--- config.mk ---
export PLATFORM = sky130hd
export DESIGN_NAME = stepper_exponential_ramp_move_top
export DESIGN_NICKNAME = d
export VERILOG_FILES = /design/src/serm_pkg.sv /design/src/serm_csr.sv /design/src/serm_scale.sv /design/src/serm_core.sv /design/src/stepper_exponential_ramp_move_top.sv
export SDC_FILE = /design/constraint.sdc
export NUM_CORES = 2
export LEC_CHECK = 0
export BUFFER_PORTS_ARGS = -buffer_cell sky130_fd_sc_hd__buf_2
export CELL_PAD_IN_SITES_DETAIL_PLACEMENT = 0
export CELL_PAD_IN_SITES_GLOBAL_PLACEMENT = 2
export CORE_MARGIN = 1.5
export CORE_UTILIZATION = 42
export CTS_CLUSTER_DIAMETER = 200
export DETAILED_ROUTE_END_ITERATION = 8
export HOLD_SLACK_MARGIN = 0.06
export PLACE_DENSITY_LB_ADDON = 0.3
export SYNTH_ARGS = -nofsm -noshare
export SYNTH_HDL_FRONTEND = slang
export SYNTH_SLANG_ARGS = --single-unit
--- constraint.sdc ---
create_clock -name clock -period 9.59 [get_ports clock]
set_input_delay 1.918 -clock clock [delete_from_list [all_inputs] [get_ports clock]]
set_output_delay 1.918 -clock clock [all_outputs]
set_load 0.03 [all_outputs]
--- src/serm_pkg.sv ---
// shared types, constants and helpers for the exponential-ramp stepper move block
package serm_pkg;

   localparam int FRAC_BITS  = 16;
   localparam int RATIO_FRAC = 16;
   localparam int ACC_W      = 16 + FRAC_BITS;
   localparam int RATIO_W    = 17;
   localparam int PROD_W     = ACC_W + RATIO_W;
   localparam int CSR_IDX_W  = 3;
   localparam int CSR_DATA_W = 24;

   localparam logic [ACC_W-1:0] ACC_MAX = {ACC_W{1'b1}};

   // register indexes
   localparam logic [CSR_IDX_W-1:0] CSR_STEPS_PER_MOVE  = 3'd0;
   localparam logic [CSR_IDX_W-1:0] CSR_RAMP_UP_STEPS   = 3'd1;
   localparam logic [CSR_IDX_W-1:0] CSR_RAMP_DOWN_STEPS = 3'd2;
   localparam logic [CSR_IDX_W-1:0] CSR_MIN_HALF_PERIOD = 3'd3;
   localparam logic [CSR_IDX_W-1:0] CSR_MAX_HALF_PERIOD = 3'd4;
   localparam logic [CSR_IDX_W-1:0] CSR_ACCEL_RATIO     = 3'd5;
   localparam logic [CSR_IDX_W-1:0] CSR_DECEL_RATIO     = 3'd6;
   localparam logic [CSR_IDX_W-1:0] CSR_SETTLE_TICKS    = 3'd7;

   // register reset values
   localparam logic [15:0] RST_STEPS_PER_MOVE  = 16'd400;
   localparam logic [15:0] RST_RAMP_UP_STEPS   = 16'd92;
   localparam logic [15:0] RST_RAMP_DOWN_STEPS = 16'd92;
   localparam logic [15:0] RST_MIN_HALF_PERIOD = 16'd119;
   localparam logic [15:0] RST_MAX_HALF_PERIOD = 16'd957;
   localparam logic [15:0] RST_ACCEL_RATIO     = 16'd64068;
   localparam logic [16:0] RST_DECEL_RATIO     = 17'd67038;
   localparam logic [23:0] RST_SETTLE_TICKS    = 24'd20000;

   localparam logic KIND_TICK  = 1'b0;
   localparam logic KIND_START = 1'b1;

   typedef enum logic [3:0] {
      PH_IDLE   = 4'b0001,
      PH_MOVE   = 4'b0010,
      PH_SETTLE = 4'b0100,
      PH_HALT   = 4'b1000
   } phase_type;

   typedef struct packed {
      logic kind;
      logic position_ok;
   } req_type;

   typedef struct packed {
      logic step_level;
      logic busy_res;
      logic ready_res;
      logic alarm;
   } rsp_type;

   typedef struct packed {
      logic [15:0] steps_per_move;
      logic [15:0] ramp_up_steps;
      logic [15:0] ramp_down_steps;
      logic [15:0] min_half_period;
      logic [15:0] max_half_period;
      logic [15:0] accel_ratio;
      logic [16:0] decel_ratio;
      logic [23:0] settle_ticks;
   } cfg_type;

   // accumulators as seen by the product stage
   typedef struct packed {
      logic [ACC_W-1:0] accel_period;
      logic [ACC_W-1:0] decel_period;
   } acc_type;

   // precomputed next values of the accumulators
   typedef struct packed {
      logic [ACC_W-1:0] accel_scaled;
      logic [ACC_W-1:0] decel_scaled;
      logic [ACC_W-1:0] accel_start;
      logic [ACC_W-1:0] decel_start;
   } prod_type;

   // acc * ratio >> 16, saturated to the accumulator width
   function automatic logic [ACC_W-1:0] scale(input logic [ACC_W-1:0] acc,
                                              input logic [RATIO_W-1:0] ratio);
      logic [PROD_W-1:0] prod;
      logic [PROD_W-1:0] shifted;
      prod    = PROD_W'(acc) * PROD_W'(ratio);
      shifted = prod >> RATIO_FRAC;
      if (shifted > PROD_W'(ACC_MAX))
         scale = ACC_MAX;
      else
         scale = shifted[ACC_W-1:0];
   endfunction

endpackage

--- src/serm_csr.sv ---
// configuration register file
module serm_csr
   import serm_pkg::*;
(
   input  logic                  clock,
   input  logic                  reset,
   input  logic                  csr_valid,
   output logic                  csr_ready,
   input  logic [CSR_IDX_W-1:0]  csr_index,
   input  logic [CSR_DATA_W-1:0] csr_wdata,
   output cfg_type               cfg
);

   cfg_type cfg_ff;
   cfg_type cfg_in;

   assign csr_ready = 1'b1;
   assign cfg       = cfg_ff;

   always_comb begin
      cfg_in = cfg_ff;
      if (csr_valid) begin
         case (csr_index)
            CSR_STEPS_PER_MOVE:  cfg_in.steps_per_move  = csr_wdata[15:0];
            CSR_RAMP_UP_STEPS:   cfg_in.ramp_up_steps   = csr_wdata[15:0];
            CSR_RAMP_DOWN_STEPS: cfg_in.ramp_down_steps = csr_wdata[15:0];
            CSR_MIN_HALF_PERIOD: cfg_in.min_half_period = csr_wdata[15:0];
            CSR_MAX_HALF_PERIOD: cfg_in.max_half_period = csr_wdata[15:0];
            CSR_ACCEL_RATIO:     cfg_in.accel_ratio     = csr_wdata[15:0];
            CSR_DECEL_RATIO:     cfg_in.decel_ratio     = csr_wdata[16:0];
            CSR_SETTLE_TICKS:    cfg_in.settle_ticks    = csr_wdata[23:0];
            default: ;
         endcase
      end
   end

   always_ff @(posedge clock) begin
      if (reset) begin
         cfg_ff.steps_per_move  <= RST_STEPS_PER_MOVE;
         cfg_ff.ramp_up_steps   <= RST_RAMP_UP_STEPS;
         cfg_ff.ramp_down_steps <= RST_RAMP_DOWN_STEPS;
         cfg_ff.min_half_period <= RST_MIN_HALF_PERIOD;
         cfg_ff.max_half_period <= RST_MAX_HALF_PERIOD;
         cfg_ff.accel_ratio     <= RST_ACCEL_RATIO;
         cfg_ff.decel_ratio     <= RST_DECEL_RATIO;
         cfg_ff.settle_ticks    <= RST_SETTLE_TICKS;
      end else begin
         cfg_ff <= cfg_in;
      end
   end

endmodule

--- src/serm_scale.sv ---
// registered ratio multipliers that precompute the next accumulator values
module serm_scale
   import serm_pkg::*;
(
   input  logic     clock,
   input  cfg_type  cfg,
   input  acc_type  acc,
   output prod_type prod
);

   prod_type prod_ff;
   prod_type prod_in;

   assign prod = prod_ff;

   always_comb begin
      prod_in.accel_scaled = scale(acc.accel_period, RATIO_W'(cfg.accel_ratio));
      prod_in.decel_scaled = scale(acc.decel_period, cfg.decel_ratio);
      // first scaling after a start, from the start values
      prod_in.accel_start  = scale({cfg.max_half_period, {FRAC_BITS{1'b0}}},
                                   RATIO_W'(cfg.accel_ratio));
      prod_in.decel_start  = scale({cfg.min_half_period, {FRAC_BITS{1'b0}}},
                                   cfg.decel_ratio);
   end

   always_ff @(posedge clock) begin
      prod_ff <= prod_in;
   end

endmodule

--- src/serm_core.sv ---
// move state and per-request update of pulse timing, ramp and settle
module serm_core
   import serm_pkg::*;
(
   input  logic     clock,
   input  logic     reset,
   input  logic     advance,
   input  req_type  item,
   input  cfg_type  cfg,
   input  prod_type prod,
   output acc_type  acc,
   output rsp_type  result
);

   phase_type        phase_ff,   phase_in;
   logic             pulse_ff,   pulse_in;
   logic [15:0]      step_ff,    step_in;
   logic [15:0]      elapsed_ff, elapsed_in;
   logic [ACC_W-1:0] accel_ff,   accel_in;
   logic [ACC_W-1:0] decel_ff,   decel_in;
   logic [23:0]      settle_ff,  settle_in;
   logic             ready_ff,   ready_in;
   logic             alarm_ff,   alarm_in;
   logic             upd_ff,     upd_in;

   logic [15:0]      hp_raw;
   logic [15:0]      half_period;
   logic [16:0]      step_plus_dec;
   logic [15:0]      elapsed_inc;
   logic [15:0]      step_next;
   logic [23:0]      settle_inc;
   logic [ACC_W-1:0] accel_next;
   logic [ACC_W-1:0] decel_next;

   assign acc.accel_period = accel_ff;
   assign acc.decel_period = decel_ff;

   always_comb begin
      step_plus_dec = {1'b0, step_ff} + {1'b0, cfg.ramp_down_steps};
      if (step_ff < cfg.ramp_up_steps)
         hp_raw = accel_ff[ACC_W-1:FRAC_BITS];
      else if (step_plus_dec < {1'b0, cfg.steps_per_move})
         hp_raw = cfg.min_half_period;
      else
         hp_raw = decel_ff[ACC_W-1:FRAC_BITS];
      if (hp_raw < cfg.min_half_period)
         half_period = cfg.min_half_period;
      else if (hp_raw > cfg.max_half_period)
         half_period = cfg.max_half_period;
      else
         half_period = hp_raw;

      elapsed_inc = (elapsed_ff != 16'hFFFF) ? elapsed_ff + 16'd1 : elapsed_ff;
      settle_inc  = (settle_ff != 24'hFFFFFF) ? settle_ff + 24'd1 : settle_ff;
      step_next   = step_ff + 16'd1;
      // products lag the accumulators through the product register; right after a start use the start products
      accel_next  = upd_ff ? prod.accel_start : prod.accel_scaled;
      decel_next  = upd_ff ? prod.decel_start : prod.decel_scaled;
   end

   always_comb begin
      phase_in   = phase_ff;
      pulse_in   = pulse_ff;
      step_in    = step_ff;
      elapsed_in = elapsed_ff;
      accel_in   = accel_ff;
      decel_in   = decel_ff;
      settle_in  = settle_ff;
      ready_in   = ready_ff;
      alarm_in   = alarm_ff;
      upd_in     = 1'b0;
      if (advance) begin
         if (item.kind == KIND_START) begin
            if (phase_ff == PH_IDLE) begin
               ready_in   = 1'b0;
               step_in    = '0;
               elapsed_in = '0;
               settle_in  = '0;
               accel_in   = {cfg.max_half_period, {FRAC_BITS{1'b0}}};
               decel_in   = {cfg.min_half_period, {FRAC_BITS{1'b0}}};
               upd_in     = 1'b1;
               if (cfg.steps_per_move == 16'd0) begin
                  pulse_in = 1'b0;
                  phase_in = PH_SETTLE;
               end else begin
                  pulse_in = 1'b1;
                  phase_in = PH_MOVE;
               end
            end
         end else begin
            case (phase_ff)
               PH_MOVE: begin
                  elapsed_in = elapsed_inc;
                  if (elapsed_inc >= half_period) begin
                     elapsed_in = '0;
                     if (!pulse_ff) begin
                        pulse_in = 1'b1;
                     end else begin
                        // falling edge ends one step
                        pulse_in = 1'b0;
                        upd_in   = 1'b1;
                        if (step_ff < cfg.ramp_up_steps)
                           accel_in = accel_next;
                        if (step_plus_dec >= {1'b0, cfg.steps_per_move})
                           decel_in = decel_next;
                        step_in = step_next;
                        if (step_next >= cfg.steps_per_move) begin
                           phase_in  = PH_SETTLE;
                           settle_in = '0;
                        end
                     end
                  end
               end
               PH_SETTLE: begin
                  settle_in = settle_inc;
                  if (settle_inc >= cfg.settle_ticks) begin
                     if (item.position_ok) begin
                        ready_in = 1'b1;
                        phase_in = PH_IDLE;
                     end else begin
                        alarm_in = 1'b1;
                        ready_in = 1'b0;
                        phase_in = PH_HALT;
                     end
                  end
               end
               default: ;
            endcase
         end
      end
   end

   always_comb begin
      result.step_level = pulse_in;
      result.busy_res   = (phase_in == PH_MOVE) || (phase_in == PH_SETTLE);
      result.ready_res  = ready_in;
      result.alarm      = alarm_in;
   end

   always_ff @(posedge clock) begin
      if (reset) begin
         phase_ff   <= PH_IDLE;
         pulse_ff   <= 1'b0;
         step_ff    <= '0;
         elapsed_ff <= '0;
         accel_ff   <= '0;
         decel_ff   <= '0;
         settle_ff  <= '0;
         ready_ff   <= 1'b0;
         alarm_ff   <= 1'b0;
         upd_ff     <= 1'b0;
      end else begin
         phase_ff   <= phase_in;
         pulse_ff   <= pulse_in;
         step_ff    <= step_in;
         elapsed_ff <= elapsed_in;
         accel_ff   <= accel_in;
         decel_ff   <= decel_in;
         settle_ff  <= settle_in;
         ready_ff   <= ready_in;
         alarm_ff   <= alarm_in;
         upd_ff     <= upd_in;
      end
   end

endmodule

--- src/stepper_exponential_ramp_move_top.sv ---
// a request passes the input register, then the response register, before rsp_valid
// throughput: one request per cycle while rsp_stall is low, limited by the state update in serm_core
// configuration writes complete in the cycle they are presented (csr_ready is always high)
// synchronous reset clears the move state and flags and restores register defaults
// while rsp_stall is high the input register holds one more request, then req_stall rises
module stepper_exponential_ramp_move_top
   import serm_pkg::*;
(
   input  logic                  clock,
   input  logic                  reset,
   input  logic                  req_valid,
   output logic                  req_stall,
   input  req_type               req_data,
   output logic                  rsp_valid,
   input  logic                  rsp_stall,
   output rsp_type               rsp_data,
   input  logic                  csr_valid,
   output logic                  csr_ready,
   input  logic [CSR_IDX_W-1:0]  csr_index,
   input  logic [CSR_DATA_W-1:0] csr_wdata
);

   logic     in_valid_ff;
   req_type  in_data_ff;
   logic     out_valid_ff;
   rsp_type  out_data_ff;
   logic     advance;
   cfg_type  cfg;
   acc_type  acc;
   prod_type prod;
   rsp_type  result;

   // request moves on when the response register is empty or being drained
   assign advance   = in_valid_ff && (!out_valid_ff || !rsp_stall);
   assign req_stall = in_valid_ff && !advance;
   assign rsp_valid = out_valid_ff;
   assign rsp_data  = out_data_ff;

   serm_csr u_csr (
      .clock     (clock),
      .reset     (reset),
      .csr_valid (csr_valid),
      .csr_ready (csr_ready),
      .csr_index (csr_index),
      .csr_wdata (csr_wdata),
      .cfg       (cfg)
   );

   serm_scale u_scale (
      .clock (clock),
      .cfg   (cfg),
      .acc   (acc),
      .prod  (prod)
   );

   serm_core u_core (
      .clock   (clock),
      .reset   (reset),
      .advance (advance),
      .item    (in_data_ff),
      .cfg     (cfg),
      .prod    (prod),
      .acc     (acc),
      .result  (result)
   );

   always_ff @(posedge clock) begin
      if (reset) begin
         in_valid_ff  <= 1'b0;
         out_valid_ff <= 1'b0;
      end else begin
         if (!req_stall)
            in_valid_ff <= req_valid;
         if (advance)
            out_valid_ff <= 1'b1;
         else if (!rsp_stall)
            out_valid_ff <= 1'b0;
      end
   end

   always_ff @(posedge clock) begin
      if (req_valid && !req_stall)
         in_data_ff <= req_data;
      if (advance)
         out_data_ff <= result;
   end

   a_ready_not_busy: assert property (@(posedge clock) disable iff (reset)
      rsp_valid |-> !(rsp_data.ready_res && rsp_data.busy_res))
      else $error("ready reported during a move");

   a_alarm_halts: assert property (@(posedge clock) disable iff (reset)
      rsp_valid && rsp_data.alarm |-> !rsp_data.busy_res && !rsp_data.ready_res)
      else $error("alarm reported while busy or ready");

   a_step_in_move: assert property (@(posedge clock) disable iff (reset)
      rsp_valid && rsp_data.step_level |-> rsp_data.busy_res)
      else $error("step output high outside a move");

   a_drain_frees_input: assert property (@(posedge clock) disable iff (reset)
      in_valid_ff && !rsp_stall |-> !req_stall)
      else $error("request held although the response side drains");

endmodule

Word level (Yosys, flattened, before mapping):

Cells that the tools add are included.

* output and inout bits: 7
* logic and storage cells: 170
* memory bits (writable): 0
* bits in latches: 0
* input bits: 34
* memory bits (read-only): 0
* memories: 0
* bits in registers: 401

* eq/ne operators: 19
* muxes and demuxes: 69
* reductions and logical operators: 31
* div/mod/pow operators: 0
* magnitude comparators: 12
* shifts and indexed selects: 0
* bitwise logic cells: 1
* $add $sub $neg: 4
* multiply operators: 4

Operator list (count)
* 32-bit 2-to-1 mux: 14
* 16-bit 2-to-1 mux: 13
* 24-bit 2-to-1 mux: 6
* 33-bit by 32-bit > comparator with 1-bit output (second input constant): 2
* 32-bit > comparator (second input constant): 2
* 32-bit by 17-bit multiplier with 49-bit output: 1
* 32-bit by 16-bit multiplier with 48-bit output: 1
* 24-bit case mux with 2 select lines: 1
* 16-bit by 17-bit multiplier with 33-bit output: 1
* 16-bit by 1-bit adder with 16-bit output (second input constant): 2
* 16-bit greater-or-equal comparator: 2
* 16-bit less-than comparator: 2
* 16-bit by 16-bit multiplier with 32-bit output: 1
* 4-bit 2-to-1 mux: 8
* 1-bit 2-to-1 mux: 25
* 24-bit by 1-bit adder with 24-bit output (second input constant): 1
* 24-bit greater-or-equal comparator: 1
* 24-bit inequality test (second input constant): 1
* 6-bit AND reduction: 3
* 16-bit by 16-bit adder with 17-bit output: 1
* 17-bit by 16-bit greater-or-equal comparator with 1-bit output: 1
* 17-bit by 16-bit less-than comparator with 1-bit output: 1
* 16-bit > comparator: 1
* 16-bit logical NOT: 1
* other kinds (22): 48

Longest topological paths before layout:

* word-level depth: 14
* depth in mapped cells: 45
* mapped depth without buffers: 41

Cells and area by module:

Synthesis repeated with hierarchy kept, for this count alone.

* cell total of the unflattened synthesis: 7888
* area, all modules: 69110.0 µm²

By module, submodules not included
* serm_scale: area each 51897.3 µm², times used 1, seq. area each 2562.5 µm², cells each 5861
* serm_core: area each 11546.1 µm², times used 1, seq. area each 2562.5 µm², cells each 1505
* serm_csr: area each 5400.2 µm², times used 1, seq. area each 2742.6 µm², cells each 506
* stepper_exponential_ramp_move_top: area each 266.5 µm², times used 1, seq. area each 220.2 µm², cells each 16

Least setup slack after synthesis:

OpenSTA, ideal clock, no wires.

* path type: flip-flop to flip-flop
* start point: reg u_core.step_ff[0]
* end point: reg u_core.decel_ff[29]
* period minus slack after synthesis: 8.638 ns
* slack: 0.952 ns
* buffers on the path: 4
* setup time: 0.128 ns
* cell stages (with the launch flop): 45
* required time: 9.462 ns
* arrival time: 8.511 ns
* path through: dfxtp_1 -> ha_1 -> inv_1 -> fa_1 -> nor2b_1 -> o21a_1 -> o21ai_1 -> a2111oi_4 -> a221oi_2 -> o21ai_0 -> xor2_1 -> ha_1 -> a21o_1 -> a211oi_1 -> o21ai_0 -> a21oi_1 -> a21boi_1 -> clkbuf_1 -> [... 9 more ...] -> o21ai_0 -> o21ai_1 -> buf_2 -> mux2_2 -> mux2i_1 -> ha_1 -> a21o_1 -> a21o_1 -> a21oi_1 -> nor2b_1 -> a2111oi_0 -> o21ai_1 -> a21boi_1 -> a21o_1 -> buf_2 -> buf_2 -> mux2i_1 -> nor2_1

* cells in the longest elaborated chain, start to end: 10
* elaborated cells between the ends (all ways): 14
* those cells by class: 1 x add/sub; 6 x order compare; 4 x mux; 3 x reduce/logical

Ends and longest elaborated chain
* from (decl): line serm_core.sv:17 `logic [15:0] step_ff, step_in;`
* from (signal assigned): line serm_core.sv:155 `step_ff <= step_in;`
* 16-bit by 16-bit adder with 17-bit output: line serm_core.sv:39 `step_plus_dec = {1'b0, step_ff} + {1'b0, cfg.ramp_down_steps};`
* 17-bit by 16-bit less-than comparator with 1-bit output: line serm_core.sv:42 `else if (step_plus_dec < {1'b0, cfg.steps_per_move})`
* 16-bit 2-to-1 mux: line serm_core.sv:42
* 16-bit 2-to-1 mux: line serm_core.sv:40 `if (step_ff < cfg.ramp_up_steps)`
* 16-bit > comparator: line serm_core.sv:48 `else if (hp_raw > cfg.max_half_period)`
* 16-bit 2-to-1 mux: line serm_core.sv:48
* 16-bit 2-to-1 mux: line serm_core.sv:46 `if (hp_raw < cfg.min_half_period)`
* 16-bit greater-or-equal comparator: line serm_core.sv:94 `if (elapsed_inc >= half_period) begin`
* 2-bit nonzero test (no source line)
* 6-bit AND reduction (no source line) *
* to (signal assigned): line serm_core.sv:158 `decel_ff <= decel_in;`
* to (decl): line serm_core.sv:20 `logic [ACC_W-1:0] decel_ff, decel_in;`

Mark *: on every way between the ends. The rest lies on a longest branch, timed or not.
A chain may end at the register's enable or synchronous reset.

Final worst setup path:

* start point: reg u_core.step_ff[0]
* end point: reg u_core.decel_ff[23]

The elaborated chain is that of the path after synthesis.

==> out/qor.yml <==
run_status:
  status: "finished, final reports clean"
placement:
  gp_congestion: 0.8487
  port-buffer-count: 39
  placed_area_mm2: 0.07039
  place_hpwl_um: 154200
global_routing:
  grtUsageMet3_pct: 2.403
  grt_pass1_wl_um: 327600
  grt_usage_pct: 25.79
  globalRoute.busiestLayer: "met2"
  grt_pass1_vias: 55330
  met2_usage_pct: 43.62
  overflow: 0
  antenna_found_initial: 2
  grt_max_degree: 74
  met1_usage_pct: 35.69
worst_setup_path:
  reg2reg_slack_ns: 0.59
  cp-start-kind: "flip-flop"
  cp_slowest_stage_delay_ns: 0.40
  crit_fanout: 24
  slowest_stage: "fa_1"
  critical_path_class: "reg -> reg"
  cp_data_arrival_time_ns: 9.55
  required_ns: 10.15
  end_kind: "flip-flop"
  cpMostUsedCell: "o21a_1"
timing:
  fin_crit_ns: 8.996
  setup-violations-final: 0
  clock.fmax_mhz: 111.2
  tightest_slew_ns: 1.353
  min_period_over_period_pct: 93.80
  fin_skew_ns: 0.09175
  hold_viol_final: 0
  relSlewSlack_pct: 9.695
  slew_violations: 0
route:
  remaining_drc_errors: 0
  via_per_inst: 5.226
  routed_wirelength_um: 204800
  drt-initial-drc-count: 2824
  drt_first_pass_iters: 5
  drt-wirelength-per-cell_um: 20.70
  ant_nets: 0
  via_count: 51720
clocking:
  clock_path_buffers: 3
  postCtsHoldBufs: 0
  cts_made_buffers: 52
  clock_sinks: 401
  clock_latency_ns: 0.70
  clk_pin_slew_ns: 0.06
  cts_tree: "done"
  root_buffer: "clkbuf_16"
  h-tree-depth: 2
synth:
  async_flop_share_pct: 0
  synth_nets: 9811
  synth_enable_flop_cells: 6
  netlist_instances: 7925
  dominantRegCellSynth: "dfxtp_1"
  ys_ff_latch: 401
  synth_cell_types: 92
  seq_area_frac_synth_pct: 11.88
  synth_area_mm2: 0.06808
  yosysWarnings: 0
  syn_area_per_cell_um2: 8.590
hold_path:
  hold_path_class: "reg -> reg"
cells_and_area:
  drive_gt1_share_pct: 5.092
  areaGrowthSynthToFinish_pct: 6.162
  n_antenna_cell: 0
  final_net_count: 9580
  postLayoutCellArea_mm2: 0.07227
  fill_cells: 16050
  final_core_util_pct: 44.96
die:
  die_area_mm2: 0.1645
  io_pins: 41
  coreArea_mm2: 0.1608
  start_util_pct: 42.35
  placementRows: 147
  die_height_um: 405.6
  fp.dieW_um: 405.6
pwr:
  leakagePower_nw: 33.10
  vdd_drop_max_mv: 0.1539
  cellPowerDensity_mw_per_mm2: 109.4
run:
  maxCapViolations: 0
==> power by group <==
part	internal [W]	switching, W	total [W]
Combinational	0.00164	0.00223	0.00387
Sequential	0.00187	0.000146	0.00202
Clock	0.00114	0.000875	0.00201
==> repair_timing <==
item | 4_1_cts | 5_1_grt
resized for setup | 0 | 14
endpoints found under the hold margin | 0 | 0
setup buffers | 0 | 4
setup endpoints to repair | 0 | 124
==> metrics by stage <==
step / TNS (ns) / total power, W / std cells / worst slack, ns / hold slack (ns)
after floorplan: 0 / 0.004944 / 7925 / 0.9518 / 0.4363
after global placement: 0 / 0.005934 / 9795 / 0.3061 / 0.4423
after detailed placement: 0 / 0.005939 / 9795 / 0.2867 / 0.4468
after CTS: 0 / 0.008003 / 9892 / 0.2382 / 0.4556
after global routing: -0.06284 / 0.008620 / 9897 / -0.02651 / 0.4708
final: 0 / 0.007904 / 9897 / 0.5943 / 0.4536
==> critical path, delay by kind of cell, from the launching register on <==
kind                     cells  cell delay [ns]
buffers and inverters        7             1.28
XOR/XNOR                     1             0.17
multiplexers                 3             0.71
AND/OR/NAND/NOR              5             0.57
AO/OA/AOI/OAI               25             4.37
adder cells (fa/ha/maj)      5             1.36
flip-flops                   1             0.35
==> layout make-up <==
cell class | instances | area, µm² | share of cell area, %
multi-input combinational | 5618 | 52840 | 73.11
sequential | 401 | 8143 | 11.27
inverter | 1420 | 5330 | 7.375
tap | 2160 | 2703 | 3.739
timing repair buffer | 201 | 1498 | 2.072
clock buffer | 68 | 1453 | 2.010
clock inverter | 29 | 311.5 | 0.4311
==> cells by family after synthesis <==
kind of cell             Yosys count  share of synthesized area [%]
XOR/XNOR                         172                          2.224
multiplexers                     118                          1.768
AND/OR/NAND/NOR                 2663                          17.94
buffers and inverters           1906                          10.62
other                              1                       0.005508
AO/OA/AOI/OAI                    812                          7.554
flip-flops                       401                          11.88
adder cells (fa/ha/maj)         1852                          48.01
==> per-layer routing <==
metal | vias to the layer above | wire length (µm)
met4 | 0 | 4533
met3 | 229 | 8962
li1 | 23770 | -
met1 | 26610 | 93330
met2 | 1109 | 98000
met5 | - | 0
==> sequential cells by signal, summed over array words and instances, names as in the netlist <==
| name | cells |
|---|---|
| rsp_data | 4 |
| u_core.decel_ff | 32 |
| u_core.elapsed_ff | 16 |
| rsp_valid | 1 |
| u_core.accel_ff | 32 |
| u_core.pulse_ff | 1 |
| u_core.settle_ff | 24 |
| u_core.step_ff | 16 |
| in_valid_ff | 1 |
| u_scale.prod | 128 |
| u_core.ready_ff | 1 |
| u_core.alarm_ff | 1 |
| u_csr.cfg | 137 |
| u_core.upd_ff | 1 |
| u_core.phase_ff | 4 |
| in_data_ff | 2 |
==> synth_stat cells (13+ instances only) <==
| master | instances | area, µm² |
|---|---|---|
| o21ai_0 | 132 | 660.6 |
| nand3_1 | 96 | 480.5 |
| or2_2 | 14 | 87.58 |
| nand2_1 | 1592 | 5976 |
| nor3_1 | 51 | 255.2 |
| ha_1 | 585 | 7320 |
| clkbuf_1 | 439 | 1648 |
| o21bai_1 | 19 | 142.6 |
| a21oi_1 | 314 | 1572 |
| and3_1 | 43 | 269.0 |
| xnor2_1 | 106 | 928.4 |
| xor2_1 | 65 | 569.3 |
| a21o_1 | 102 | 765.7 |
| and2_1 | 488 | 3053 |
| mux2_2 | 18 | 202.7 |
| nor2b_1 | 34 | 212.7 |
| inv_1 | 1419 | 5326 |
| nand2b_1 | 31 | 193.9 |
| buf_2 | 14 | 70.07 |
| clkbuf_2 | 17 | 85.08 |
| nand3b_1 | 16 | 120.1 |
| or3_1 | 38 | 237.7 |
| a31oi_1 | 17 | 106.4 |
| nor4_1 | 17 | 106.4 |
| o21a_1 | 38 | 285.3 |
| fa_1 | 1267 | 25360 |
| nor2_1 | 157 | 589.3 |
| a211oi_1 | 15 | 112.6 |
| nand4_1 | 51 | 319.1 |
| dfxtp_1 | 395 | 7908 |
| a32o_1 | 13 | 130.1 |
| mux2i_1 | 100 | 1001 |
| o211ai_1 | 45 | 337.8 |
==> worst paths after layout <==
path	start	to	depth (start not counted)
setup reg to reg	u_core.step_ff[0]	u_core.decel_ff[23]	46
hold / removal	u_csr.cfg[17]	u_csr.cfg[17]	2
setup / recovery	u_core.step_ff[0]	u_core.decel_ff[23]	46
hold reg to reg	u_csr.cfg[17]	u_csr.cfg[17]	2
==> cell usage in the layout (no fill, tap or decap), drive strengths merged, types with 16 or more instances in the layout <==
cell / synthesis / routed
clkbuf: 456 / 69
o21ai: 145 / 145
nand4: 51 / 51
or3: 38 / 38
xor2: 65 / 65
o21a: 38 / 38
mux2i: 100 / 100
nor2b: 34 / 34
nand3b: 16 / 16
o211ai: 45 / 45
inv: 1419 / 1424
nand3: 96 / 96
nor3: 53 / 53
ha: 585 / 585
fa: 1267 / 1267
mux2: 18 / 18
xnor2: 107 / 107
a21o: 102 / 102
o21bai: 19 / 19
nor2: 157 / 157
buf: 30 / 200
clkinv: 1 / 18
nand2b: 31 / 31
nor4: 18 / 18
and2: 489 / 489
and3: 43 / 43
dfxtp: 395 / 395
a21oi: 315 / 315
a31oi: 18 / 18
nand2: 1592 / 1592
No activity file was read; power rests on OpenSTA's default activity.
